--- src/hw/rtl/assert_macros.svh ---
// Assertion macros for the RTL files of the cache block; only sacl_ctrl includes them.
// Depends on nothing; included by the modules that check their own logic.
`ifndef ASSERT_MACROS_SVH
`define ASSERT_MACROS_SVH

// Checks that an antecedent implies a consequent in the same cycle.
`define ASSERT_IMPLY(label, clk, rst, ante, cons, msg) \
  label: assert property (@(posedge clk) disable iff (rst) (ante) |-> (cons)) \
    else $error(msg);

// Checks that an antecedent implies a consequent in the next cycle.
`define ASSERT_NEXT(label, clk, rst, ante, cons, msg) \
  label: assert property (@(posedge clk) disable iff (rst) (ante) |=> (cons)) \
    else $error(msg);

`endif

--- src/hw/rtl/sacl_pkg.sv ---
// Shared types and constants of the set-associative LRU cache.
// Depends on nothing; used by the controller, datapath and top level.
package sacl_pkg;

  localparam int ADDR_W = 32;
  localparam int CNT_W = 32;
  localparam int SET_OUT_W = 6;
  localparam int WAY_OUT_W = 3;
  localparam int CFG_IDX_W = 1;
  localparam int CFG_DATA_W = 7;

  localparam logic [CFG_IDX_W-1:0] REG_ACTIVE_WAYS = 1'd0;
  localparam logic [CFG_IDX_W-1:0] REG_NUM_SETS = 1'd1;

  typedef struct packed {
    logic start_mod;
    logic step_mod;
    logic read_set;
    logic decide;
    logic write_back;
    logic load_out;
  } ctrl_t;

  typedef struct packed {
    logic mod_done;
    logic clear_done;
  } stat_t;

endpackage

--- src/hw/rtl/sacl_ctrl.sv ---
// Controller state machine of the LRU cache: sequences the clearing pass, the
// set modulo, memory read, decision and write back. Depends on sacl_pkg and assert_macros.svh.
`include "assert_macros.svh"
module sacl_ctrl (
  input  logic            clk,
  input  logic            rst,
  input  logic            in_valid,
  output logic            in_ready,
  output logic            out_valid,
  input  logic            out_ready,
  output sacl_pkg::ctrl_t ctrl,
  input  sacl_pkg::stat_t stat
);
  import sacl_pkg::*;

  typedef enum logic [2:0] {
    S_CLEAR, S_IDLE, S_MOD, S_READ, S_DECIDE, S_WRITE
  } state_t;

  state_t state;

  assign in_ready = (state == S_IDLE) && (!out_valid || out_ready);

  always_comb begin
    ctrl = '0;
    ctrl.start_mod = in_valid && in_ready;
    ctrl.step_mod = (state == S_MOD);
    ctrl.read_set = (state == S_MOD) && stat.mod_done;
    ctrl.decide = (state == S_DECIDE);
    ctrl.write_back = (state == S_WRITE) || (state == S_CLEAR);
    ctrl.load_out = (state == S_WRITE);
  end

  always_ff @(posedge clk) begin
    if (rst) begin
      state <= S_CLEAR;
      out_valid <= 1'b0;
    end else begin
      if (out_valid && out_ready) begin
        out_valid <= 1'b0;
      end
      unique case (state)
        S_CLEAR: begin
          if (stat.clear_done) begin
            state <= S_IDLE;
          end
        end
        S_IDLE: begin
          if (in_valid && in_ready) begin
            state <= S_MOD;
          end
        end
        S_MOD: begin
          if (stat.mod_done) begin
            state <= S_READ;
          end
        end
        S_READ: state <= S_DECIDE;
        S_DECIDE: state <= S_WRITE;
        S_WRITE: begin
          out_valid <= 1'b1;
          state <= S_IDLE;
        end
        default: state <= S_IDLE;
      endcase
    end
  end

  `ASSERT_IMPLY(a_no_accept_busy, clk, rst, state != S_IDLE, !in_ready, "accept while busy")
  `ASSERT_NEXT(a_write_valid, clk, rst, state == S_WRITE, out_valid, "result not presented")
  `ASSERT_IMPLY(a_one_cmd, clk, rst, 1'b1, $onehot0({ctrl.decide, ctrl.write_back, ctrl.step_mod}),
    "overlapping commands")

endmodule

--- config.mk ---
export PLATFORM = sky130hd
export DESIGN_NAME = sacl_ctrl
export DESIGN_NICKNAME = d
export VERILOG_FILES = /design/src/hw/rtl/sacl_pkg.sv /design/src/hw/rtl/sacl_ctrl.sv
export VERILOG_INCLUDE_DIRS = /design/src /design/src/hw/rtl
export SDC_FILE = /design/constraint.sdc
export NUM_CORES = 1
export LEC_CHECK = 0
export BUFFER_PORTS_ARGS = -buffer_cell sky130_fd_sc_hd__buf_2
export CAP_MARGIN = 25
export CORE_AREA = 2 2 39 41
export CTS_CLUSTER_SIZE = 12
export DETAILED_ROUTE_END_ITERATION = 8
export DIE_AREA = 0 0 41 43
export GPL_ROUTABILITY_DRIVEN = 0
export HOLD_SLACK_MARGIN = 0.12
export PLACE_DENSITY_LB_ADDON = 0.12
export SLEW_MARGIN = 0
export SYNTH_ARGS = -nofsm -noshare
export SYNTH_HDL_FRONTEND = slang
export SYNTH_SLANG_ARGS = --single-unit
--- constraint.sdc ---
create_clock -name clk -period 1.4 [get_ports clk]
set_clock_uncertainty 0.2 [all_clocks]
set_input_delay 0.14 -clock clk [delete_from_list [all_inputs] [get_ports clk]]
set_output_delay 0.14 -clock clk [all_outputs]
set_load 0.03 [all_outputs]
==> flow_summary.json, run 1 <==
{
  "drtIter0Drc": 3,
  "layout-drive-gt1-share_pct": 62.96,
  "setup_ws_ps": -71.20,
  "wl_met2_um": 299,
  "initial_utilization_pct": 18.63,
  "core_sq_mm": 0.001384,
  "clk_latency_ps": 240,
  "ir_drop_mv": 0.6195,
  "startpoint_type": "register",
  "numCtsBuffers": 3,
  "grt-ovfl-total": 0,
  "grt_setup_unrepaired": "true",
  "fp.dieW_um": 41,
  "critPathMaxFanout": 5,
  "worstPathRequired_ps": 1060,
  "worstMarginPinSlew_ps": 182.3,
  "root_buffer": "clkbuf_4",
  "yosys_warnings": 0,
  "end_kind": "output port",
  "max-clock-path-buffers": 2,
  "hold_violations": 0,
  "drcViolationCount": 0,
  "clk_pin_slew_worst_paths_ps": 40,
  "p_leak_nw": 0.2392,
  "synthCells": 30,
  "fmax_mhz": 679.7,
  "dp_hpwl_um": 484.7,
  "final_cell_area_sq_um": 495.5,
  "maxCapViolations": 0,
  "p_per_area_mw_per_mm2": 816.3,
  "syn2layout_area_growth_pct": 92.23,
  "pin_count": 14,
  "regArea_sq_um": 88.84,
  "rows": 14,
  "timing.setup.tns_ps": -189.6,
  "die_area_sq_mm": 0.001763,
  "dr.pass1.iters": 2,
  "top_layer_used": "met3",
  "vias_per_cell": 4.129,
  "crit_path_start": "state[1]",
  "finalCritPeriodShare_pct": 105.1,
  "hp-start": "out_ready",
  "wl_met3_um": 71,
  "holdWs_ps": 82.75,
  "critPathKind": "reg -> out",
  "drtAntennaViolNets": 0,
  "pre_cts_ws_ps": 63.84,
  "wl_met1_um": 283,
  "grt_pass1_wl_mm": 1.048,
  "crit_arrival_ps": 1130,
  "insertedDiodeCount": 0,
  "report.final.slew_viol_count": 0,
  "ys_seq_elements": 4,
  "antenna_found_initial": 0,
  "status": "finished with violations",
  "setup_viol": 5,
  "grt_use_total_pct": 9.356,
  "total_power_mw": 0.4045,
  "hold_buffers": 4,
  "nets": 62,
  "h-tree-depth": 1,
  "routed_wl_um": 654,
  "ys_seq_area_share_pct": 31.07,
  "die_h_um": 43,
  "synthesis.area_sq_um": 257.7,
  "yosys.cell_types.count": 20,
  "dpl_cell_area_sq_um": 369.1,
  "hold_class": "in -> reg",
  "violations": "negative setup slack",
  "avgSynthCellArea_sq_um": 8.592,
  "nFillCells": 151,
  "synth_nets": 36,
  "grt_pass1_vias": 280,
  "routedWlPerCell_um": 9.343,
  "cts.sinks": 4,
  "multi_input_area_sq_um": 183.9,
  "relSlewSlack_pct": 87.79,
  "vias": 289,
  "reg2reg_from": "state[1]",
  "portBuffers": 13,
  "min_period_ps": 1471,
  "grt_max_degree": 7,
  "cts_tree": "done"
}
per-layer routing:
metal,up-vias,global-route usage [%]
met1,131,9.385
met2,11,13.44
met5,-,0
met4,0,2.000
li1,147,-
met3,0,9.424
power breakdown:
group          total [mW]  switching [mW]  internal (mW)
Combinational       0.128          0.0623         0.0659
Sequential          0.128         0.00823          0.119
Clock               0.149          0.0524         0.0962
Total               0.404           0.123          0.282
sequential cells by signal, indices dropped and copies added (netlist names):
signal	flops
out_valid	1
state	3
final cells by class:
type	count	share of cell area, %
tap	16	4.040
clock buffer	3	4.545
sequential	4	17.93
inverter	2	1.515
timing repair buffer	22	34.85
multi-input combinational	23	37.12
path summary, 6_finish.rpt:
path | cells past startpoint | endpoint | slack (ps)
worst max-delay path | 4 | ctrl[3] | -70
worst min-delay path | 3 | out_valid | 80
worst max register to register | 4 | state[0] | 90
worst min register to register | 2 | out_valid | 380
cells in the mapped netlist, drive strengths merged:
cell type | instances | share of area, %
dfxtp | 4 | 31
a21oi | 3 | 5.8
and2b | 3 | 9.7
nor2 | 3 | 4.4
inv | 2 | 2.9
nand2 | 2 | 2.9
nand2b | 2 | 5.8
nor3 | 2 | 5.8
nor3b | 2 | 7.8
a31oi | 1 | 2.4
and2 | 1 | 2.4
buf | 1 | 2.9
mux2i | 1 | 3.9
nor2b | 1 | 5.3
o31a | 1 | 3.4
xor2 | 1 | 3.4
placed cells by master (no fill, tap or decap), types with 2 or more instances in the layout:
master,count
nor2_1,3
dlygate4sd3_1,4
nor3_2,2
dfxtp_4,2
buf_4,7
a21oi_1,3
buf_6,4
buf_2,7
clkbuf_4,3
and2b_1,2
through the flow:
| step | instances | utilization (%) |
|---|---|---|
| 6_report | 70 | 35.80 |
| 5_1_grt | 70 | 35.80 |
| 4_1_cts | 70 | 34.09 |
| 3_5_place_dp | 61 | 26.67 |
| 3_3_place_gp | 61 | 26.67 |
| 2_1_floorplan | 30 | - |
worst max-delay path: stages, from the launching register on:
cell,delay (ps)
dfxtp_2,340
nor2b_4,150
and2b_4,160
and2_4,130
buf_6,120
cell families (layout without fill, tap and decap cells):
family | count (synthesis) | in the layout | share of synthesized area [%]
buffers and inverters | 3 | 27 | 5.827
multiplexers | 1 | 1 | 3.884
flip-flops | 4 | 4 | 31.07
AND/OR/NAND/NOR | 16 | 16 | 44.18
AO/OA/AOI/OAI | 5 | 5 | 11.65
XOR/XNOR | 1 | 1 | 3.399
repair_timing:
| action | 4_1_cts | 5_1_grt |
|---|---|---|
| pin swaps | 2 | 1 |
| setup buffers | 2 | 0 |
| setup endpoints to repair | 7 | 6 |
| gates resized for setup | 11 | 9 |
| hold endpoints to repair | 4 | 1 |
No activity file was read; power rests on OpenSTA's default activity.
==> run 2: changes to the inputs <==
--- a/config.mk
+++ b/config.mk
@@ -6,6 +6,7 @@
 export SDC_FILE = /design/constraint.sdc
 export NUM_CORES = 1
 export LEC_CHECK = 0
+export ABC_AREA = 1
 export BUFFER_PORTS_ARGS = -buffer_cell sky130_fd_sc_hd__buf_2
 export CAP_MARGIN = 25
 export CORE_AREA = 2 2 39 41
==> run 2 against run 1 <==
- the run now ends clean
- largest power group is now combinational cells
- wire length rose by 5.8%
- via count rose by 6.9%
- highest routed layer unchanged
- critical endpoint is now ctrl[5]
- hold slack lost 46 ps
- critical path type unchanged
==> flow_summary.json, run 2 <==
{
  "status": "completed",
  "cp_slowest_cell": "dfxtp_4",
  "end_kind": "output port",
  "synth_nets": 47,
  "synthTopCellsByCount": "inv_1, nor2_1, nand2_1, nand3_1, dfxtp_1",
  "r2r-end": "state[0]",
  "hold_buffers": 1,
  "mostFrequentLayoutCells": "buf_4, inv_1, buf_2",
  "dp_hpwl_um": 485.8,
  "synthCells": 41,
  "startpoint_type": "register",
  "setup_ws_ps": 2.670,
  "portBuffers": 13,
  "cts_tree": "done",
  "r2r_cells": 7,
  "ys_seq_area_share_pct": 30.48,
  "regMostFlops": "state",
  "critPathMaxFanout": 4,
  "synth_edf_count": 0,
  "insertedDiodeCount": 0,
  "nets": 71,
  "antenna_found_initial": 0,
  "dr.pass1.iters": 2,
  "crit_path_max_incr_delay_ps": 360,
  "syn2layout_area_growth_pct": 84.76,
  "hold_class": "in -> reg",
  "yosys.cell_types.count": 15,
  "fp.dieW_um": 41,
  "holdWs_ps": 36.38,
  "synth.top_cell.area_share_pct": 30.48,
  "min_period_ps": 1397,
  "rows": 14,
  "yosysMostFrequentCell": "inv_1",
  "yosys_warnings": 0,
  "root_buffer": "clkbuf_4",
  "die_h_um": 43,
  "pin_count": 14,
  "netlist_top_cells_area": "dfxtp_1, inv_1, nor2_1, nand3_1, nand2_1",
  "final_common_cell": "buf_4",
  "crit_arrival_ps": 1060,
  "numCtsBuffers": 3,
  "cp_top_family": "flip-flops",
  "hold_depth": 4,
  "initial_utilization_pct": 18.99,
  "pre_cts_ws_ps": 112.2,
  "clk_latency_ps": 230,
  "reg.largest.list": "state: 3 flops, out_valid: 1 flops",
  "path_buf_inv": 2,
  "routedWlPerCell_um": 8.759,
  "fmax_mhz": 715.7,
  "ys_async_sr_fraction_pct": 0,
  "synth_top_area_cell": "dfxtp_1",
  "clk_pin_slew_worst_paths_ps": 40,
  "synth-simple-area-share_pct": 45.24,
  "rrSetupSlack_ps": 160,
  "worstMarginPinSlew_ps": 181.6,
  "vias": 309,
  "synth.area.mux_share_pct": 0,
  "routed_wl_um": 692,
  "grt-ovfl-total": 0,
  "min_to": "out_valid",
  "h-tree-depth": 1,
  "grt_setup_unrepaired": "true",
  "hp-start": "out_ready",
  "grt_pass1_vias": 296,
  "vias_per_cell": 3.911,
  "drtIter0Drc": 6,
  "avgSynthCellArea_sq_um": 6.409,
  "maxCapViolations": 0,
  "finalCritPeriodShare_pct": 99.81,
  "grt_use_total_pct": 9.940,
  "layout-drive-gt1-share_pct": 57.14,
  "hold_violations": 0,
  "synth_top_family_by_area": "simple AND/OR/NAND/NOR gates",
  "critPathKind": "reg -> out",
  "drcViolationCount": 0,
  "p_leak_nw": 0.2625,
  "p_per_area_mw_per_mm2": 1402,
  "max-clock-path-buffers": 2,
  "synth_adder_area_share_pct": 0,
  "die_area_sq_mm": 0.001763,
  "grt_pass1_wl_mm": 1.097,
  "cts.sinks": 4,
  "cp_cell_sequence": "inv_6, nand3_4, nor3_2, buf_4",
  "largest_reg_flops": 3,
  "report.final.slew_viol_count": 0,
  "core_sq_mm": 0.001384,
  "synthXorXnorAreaFrac_pct": 0,
  "reg2reg_from": "state[1]",
  "setup_viol": 0,
  "worstPathRequired_ps": 1060,
  "post-route-util_pct": 35.08,
  "ir_drop_mv": 0.5371,
  "relSlewSlack_pct": 87.85,
  "grt_max_degree": 8,
  "synthesis.area_sq_um": 262.8,
  "ys_dominant_reg_cell": "dfxtp_1",
  "ys_seq_elements": 4,
  "synth_compound_area_share_pct": 8.571,
  "drtAntennaViolNets": 0
}
## run 2: cell count changes in the layout (fill, tap and decap cells not counted), sizes merged, moves of 2 or more
cell / change
and2b: -3
nand3: +6
inv: +9
dlygate4sd3: -3
nand2b: -2
nor2: +6
nor3b: -2
nand2: +4
## run 2: cell families (layout without fill, tap and decap cells)
| family | after synthesis | in the layout |
|---|---|---|
| flip-flops | 4 | 4 |
| buffers and inverters | 11 | 33 |
| AND/OR/NAND/NOR | 23 | 23 |
| AO/OA/AOI/OAI | 3 | 3 |
## run 2: stage by stage
stage,instance area (sq um),instances,setup TNS (ps),total power [mW]
2_1_floorplan,267.8,41,0,0.3645
5_1_grt,485.5,79,-119.0,0.7335
3_5_place_dp,352.8,70,0,0.4295
6_report,485.5,79,0,0.6808
3_3_place_gp,352.8,70,0,0.4326
4_1_cts,434.2,77,-38.81,0.6429
## run 2: area by class of cell
| class | count | area, sq um |
|---|---|---|
| Clock buffer | 3 | 22.52 |
| Fill cell | 150 | 898.4 |
| Inverter | 11 | 46.29 |
| Multi-Input combinational cell | 26 | 172.7 |
| Sequential cell | 4 | 88.84 |
| Tap cell | 16 | 20.02 |
| Timing Repair Buffer | 19 | 135.1 |
## run 2: repair_timing
| item | CTS | global route |
|---|---|---|
| endpoints found under the hold margin | 4 | 2 |
| setup buffers | 3 | 2 |
| endpoints found under the setup margin | 7 | 7 |
| gates cloned | 0 | 0 |
| pin swaps | 1 | 3 |
| gates resized for setup | 10 | 11 |
## run 2: how the worst max path moves through the flow
stage | end | depth (start not counted) | start | slack [ps]
floorplan | ctrl[3] | 4 | state[1] | 60
finish | ctrl[5] | 4 | state[2] | 3
CTS | ctrl[5] | 4 | state[2] | -20
global placement | ctrl[3] | 5 | state[1] | 140
global route | ctrl[5] | 4 | state[2] | -40
detailed placement | ctrl[5] | 3 | state[0] | 110
## run 2: power breakdown
group | leakage (nW) | total [mW] | switching (mW) | internal (mW)
logic | 0.214 | 0.369 | 0.210 | 0.158
registers | 0.0345 | 0.169 | 0.0317 | 0.137
clock network | 0.0138 | 0.143 | 0.0473 | 0.0959
total | 0.262 | 0.681 | 0.289 | 0.392
## run 2: routing by layer
layer / vias up / wire [um] / share of wire (%) / global-route usage (%)
met1: 131 / 271 / 39 / 9.646
met5: - / 0 / 0 / 0
met3: 0 / 45 / 6.5 / 4.712
li1: 168 / - / - / -
met4: 0 / 0 / 0 / 8.000
met2: 10 / 375 / 54 / 15.00
## run 2: worst reg2reg max path, stage by stage (launching register included)
cell     delay (ps)
dfxtp_2         310
inv_2           100
nor2_4           40
buf_4           120
buf_4           120
nand3_1          50
nand3_1          90
a21oi_2         120
==> run 3: changes to the inputs <==
--- a/config.mk
+++ b/config.mk
@@ -9,10 +9,11 @@
 export ABC_AREA = 1
 export BUFFER_PORTS_ARGS = -buffer_cell sky130_fd_sc_hd__buf_2
 export CAP_MARGIN = 25
-export CORE_AREA = 2 2 39 41
+export CELL_PAD_IN_SITES_DETAIL_PLACEMENT = 1
+export CELL_PAD_IN_SITES_GLOBAL_PLACEMENT = 2
+export CORE_UTILIZATION = 18
 export CTS_CLUSTER_SIZE = 12
 export DETAILED_ROUTE_END_ITERATION = 8
-export DIE_AREA = 0 0 41 43
 export GPL_ROUTABILITY_DRIVEN = 0
 export HOLD_SLACK_MARGIN = 0.12
 export PLACE_DENSITY_LB_ADDON = 0.12
==> run 3 against run 2 <==
- the run now ends with negative setup slack left
- fmax is 0.64% lower
- count of clock-buffer cells in the layout stayed put
- register-to-register slack hardly changed
- global-route usage is 2.5 points higher
- non-clock buffer count is 1 lower
- sequential power is 4% higher
- design area is 1.8% lower
- via count is 7.4% higher
- utilization is 0.66 points higher
- cell count is 2.5% lower
==> flow_summary.json, run 3 (synthesized netlist as in run 2, its figures left out) <==
{
  "numCtsBuffers": 3,
  "clk_latency_ps": 230,
  "hold_class": "in -> reg",
  "dp_cells": 69,
  "p_per_area_mw_per_mm2": 1381,
  "status": "finished with violations",
  "max-clock-path-buffers": 2,
  "r2r_cells": 7,
  "post-route-util_pct": 35.74,
  "drtAntennaViolNets": 0,
  "syn2layout_area_growth_pct": 81.43,
  "pin_count": 14,
  "critPathMaxFanout": 3,
  "worstPathRequired_ps": 1060,
  "mostFrequentLayoutCells": "inv_1, buf_4, buf_2",
  "clk_pin_slew_worst_paths_ps": 30,
  "fmax_mhz": 711.0,
  "insertedDiodeCount": 0,
  "nets": 70,
  "grt-ovfl-total": 0,
  "antenna_found_initial": 0,
  "initial_utilization_pct": 19.70,
  "reg2reg_from": "state[1]",
  "routedWlPerCell_um": 10.12,
  "regMostFlops": "state",
  "fp.dieW_um": 40.21,
  "min_to": "out_valid",
  "portBuffers": 13,
  "cts.sinks": 4,
  "final_cell_area_sq_um": 476.7,
  "hold_violations": 0,
  "core_sq_mm": 0.001334,
  "grt_pass1_wl_mm": 1.248,
  "layout-drive-gt1-share_pct": 58.06,
  "worstMarginPinSlew_ps": 184.1,
  "layout.cells.non_filler": 77,
  "rrSetupSlack_ps": 160,
  "die_h_um": 40.21,
  "setup_ws_ps": -6.382,
  "largest_reg_flops": 3,
  "hold_buffers": 2,
  "grt_setup_unrepaired": "true",
  "drcViolationCount": 0,
  "ir_drop_mv": 0.4326,
  "routed_wl_um": 779,
  "grt_pass1_vias": 303,
  "total_power_mw": 0.6583,
  "vias": 332,
  "dp_hpwl_um": 613.7,
  "critPathKind": "reg -> out",
  "relSlewSlack_pct": 87.66,
  "grt_use_total_pct": 12.47,
  "nFillCells": 176,
  "report.final.slew_viol_count": 0,
  "crit_arrival_ps": 1070,
  "r2r-end": "state[1]",
  "wl_met1_um": 315,
  "timing.setup.tns_ps": -6.382,
  "hold_depth": 4,
  "end_kind": "output port",
  "wl_met2_um": 412,
  "root_buffer": "clkbuf_4",
  "violations": "negative setup slack",
  "reg.largest.list": "state: 3 flops, out_valid: 1 flops",
  "dpl_cell_area_sq_um": 351.6,
  "pre_cts_ws_ps": 87.18,
  "hp-start": "out_ready",
  "p_leak_nw": 0.2531,
  "dr.pass1.iters": 3,
  "grt_max_degree": 8,
  "die_area_sq_mm": 0.001616,
  "multi_input_area_sq_um": 163.9,
  "startpoint_type": "register",
  "finalCritPeriodShare_pct": 100.5,
  "setup_viol": 1,
  "regArea_sq_um": 88.84,
  "h-tree-depth": 1,
  "rows": 13,
  "min_period_ps": 1406,
  "vias_per_cell": 4.312,
  "drtIter0Drc": 1,
  "wl_met3_um": 51,
  "maxCapViolations": 0,
  "cts_tree": "done",
  "top_layer_used": "met3",
  "holdWs_ps": 64.04
}
## run 3: cell count changes in the layout (fill, tap and decap cells not counted)
cell	before	now
inv_4	0	2
nor2_1	6	5
buf_4	9	7
inv_6	1	0
nor2_4	3	2
buf_2	7	6
dlygate4sd3_1	1	2
inv_1	8	7
nor2_2	0	2
nor3_2	1	2
nor3_4	1	0
buf_6	2	3
## run 3: area by class of cell
| class | instances | share of cell area, % |
|---|---|---|
| clock buffer | 3 | 4.724 |
| sequential | 4 | 18.64 |
| tap | 15 | 3.937 |
| timing repair buffer | 18 | 28.61 |
| multi-input combinational | 26 | 34.38 |
| inverter | 11 | 9.711 |
## run 3: routing by layer
| layer | GRT usage, % | up-vias |
|---|---|---|
| li1 | - | 167 |
| met5 | 0 | - |
| met1 | 12.58 | 154 |
| met4 | 5.000 | 0 |
| met3 | 6.667 | 0 |
| met2 | 21.37 | 11 |
## run 3: worst max-delay path: stages, from the launching register on
cell and delay, ps:
dfxtp_4 360, inv_4 50, nor2_4 110, nand2_2 80
nor2_2 100, buf_6 130
## run 3: where the power goes
part | leakage [nW] | switching [mW] | total, mW | internal (mW)
clock network | 0.0138 | 0.0400 | 0.135 | 0.0953
logic | 0.205 | 0.204 | 0.347 | 0.143
registers | 0.0345 | 0.0357 | 0.176 | 0.140
total | 0.253 | 0.280 | 0.658 | 0.378
## run 3: how the worst max path moves through the flow
stage              from  endpoint  slack [ps]
2_1_floorplan  state[1]   ctrl[3]          60
4_1_cts        state[1]   ctrl[3]         -50
5_1_grt        state[1]   ctrl[3]        -100
3_5_place_dp   state[0]   ctrl[5]          90
3_3_place_gp   state[0]   ctrl[5]         100
6_report       state[1]   ctrl[3]          -6
## run 3: timing repair
item | CTS | global route
buffers inserted | 3 | 0
resized for setup | 15 | 8
setup endpoints to repair | 7 | 7
endpoints found under the hold margin | 4 | 1
pin swaps | 0 | 1
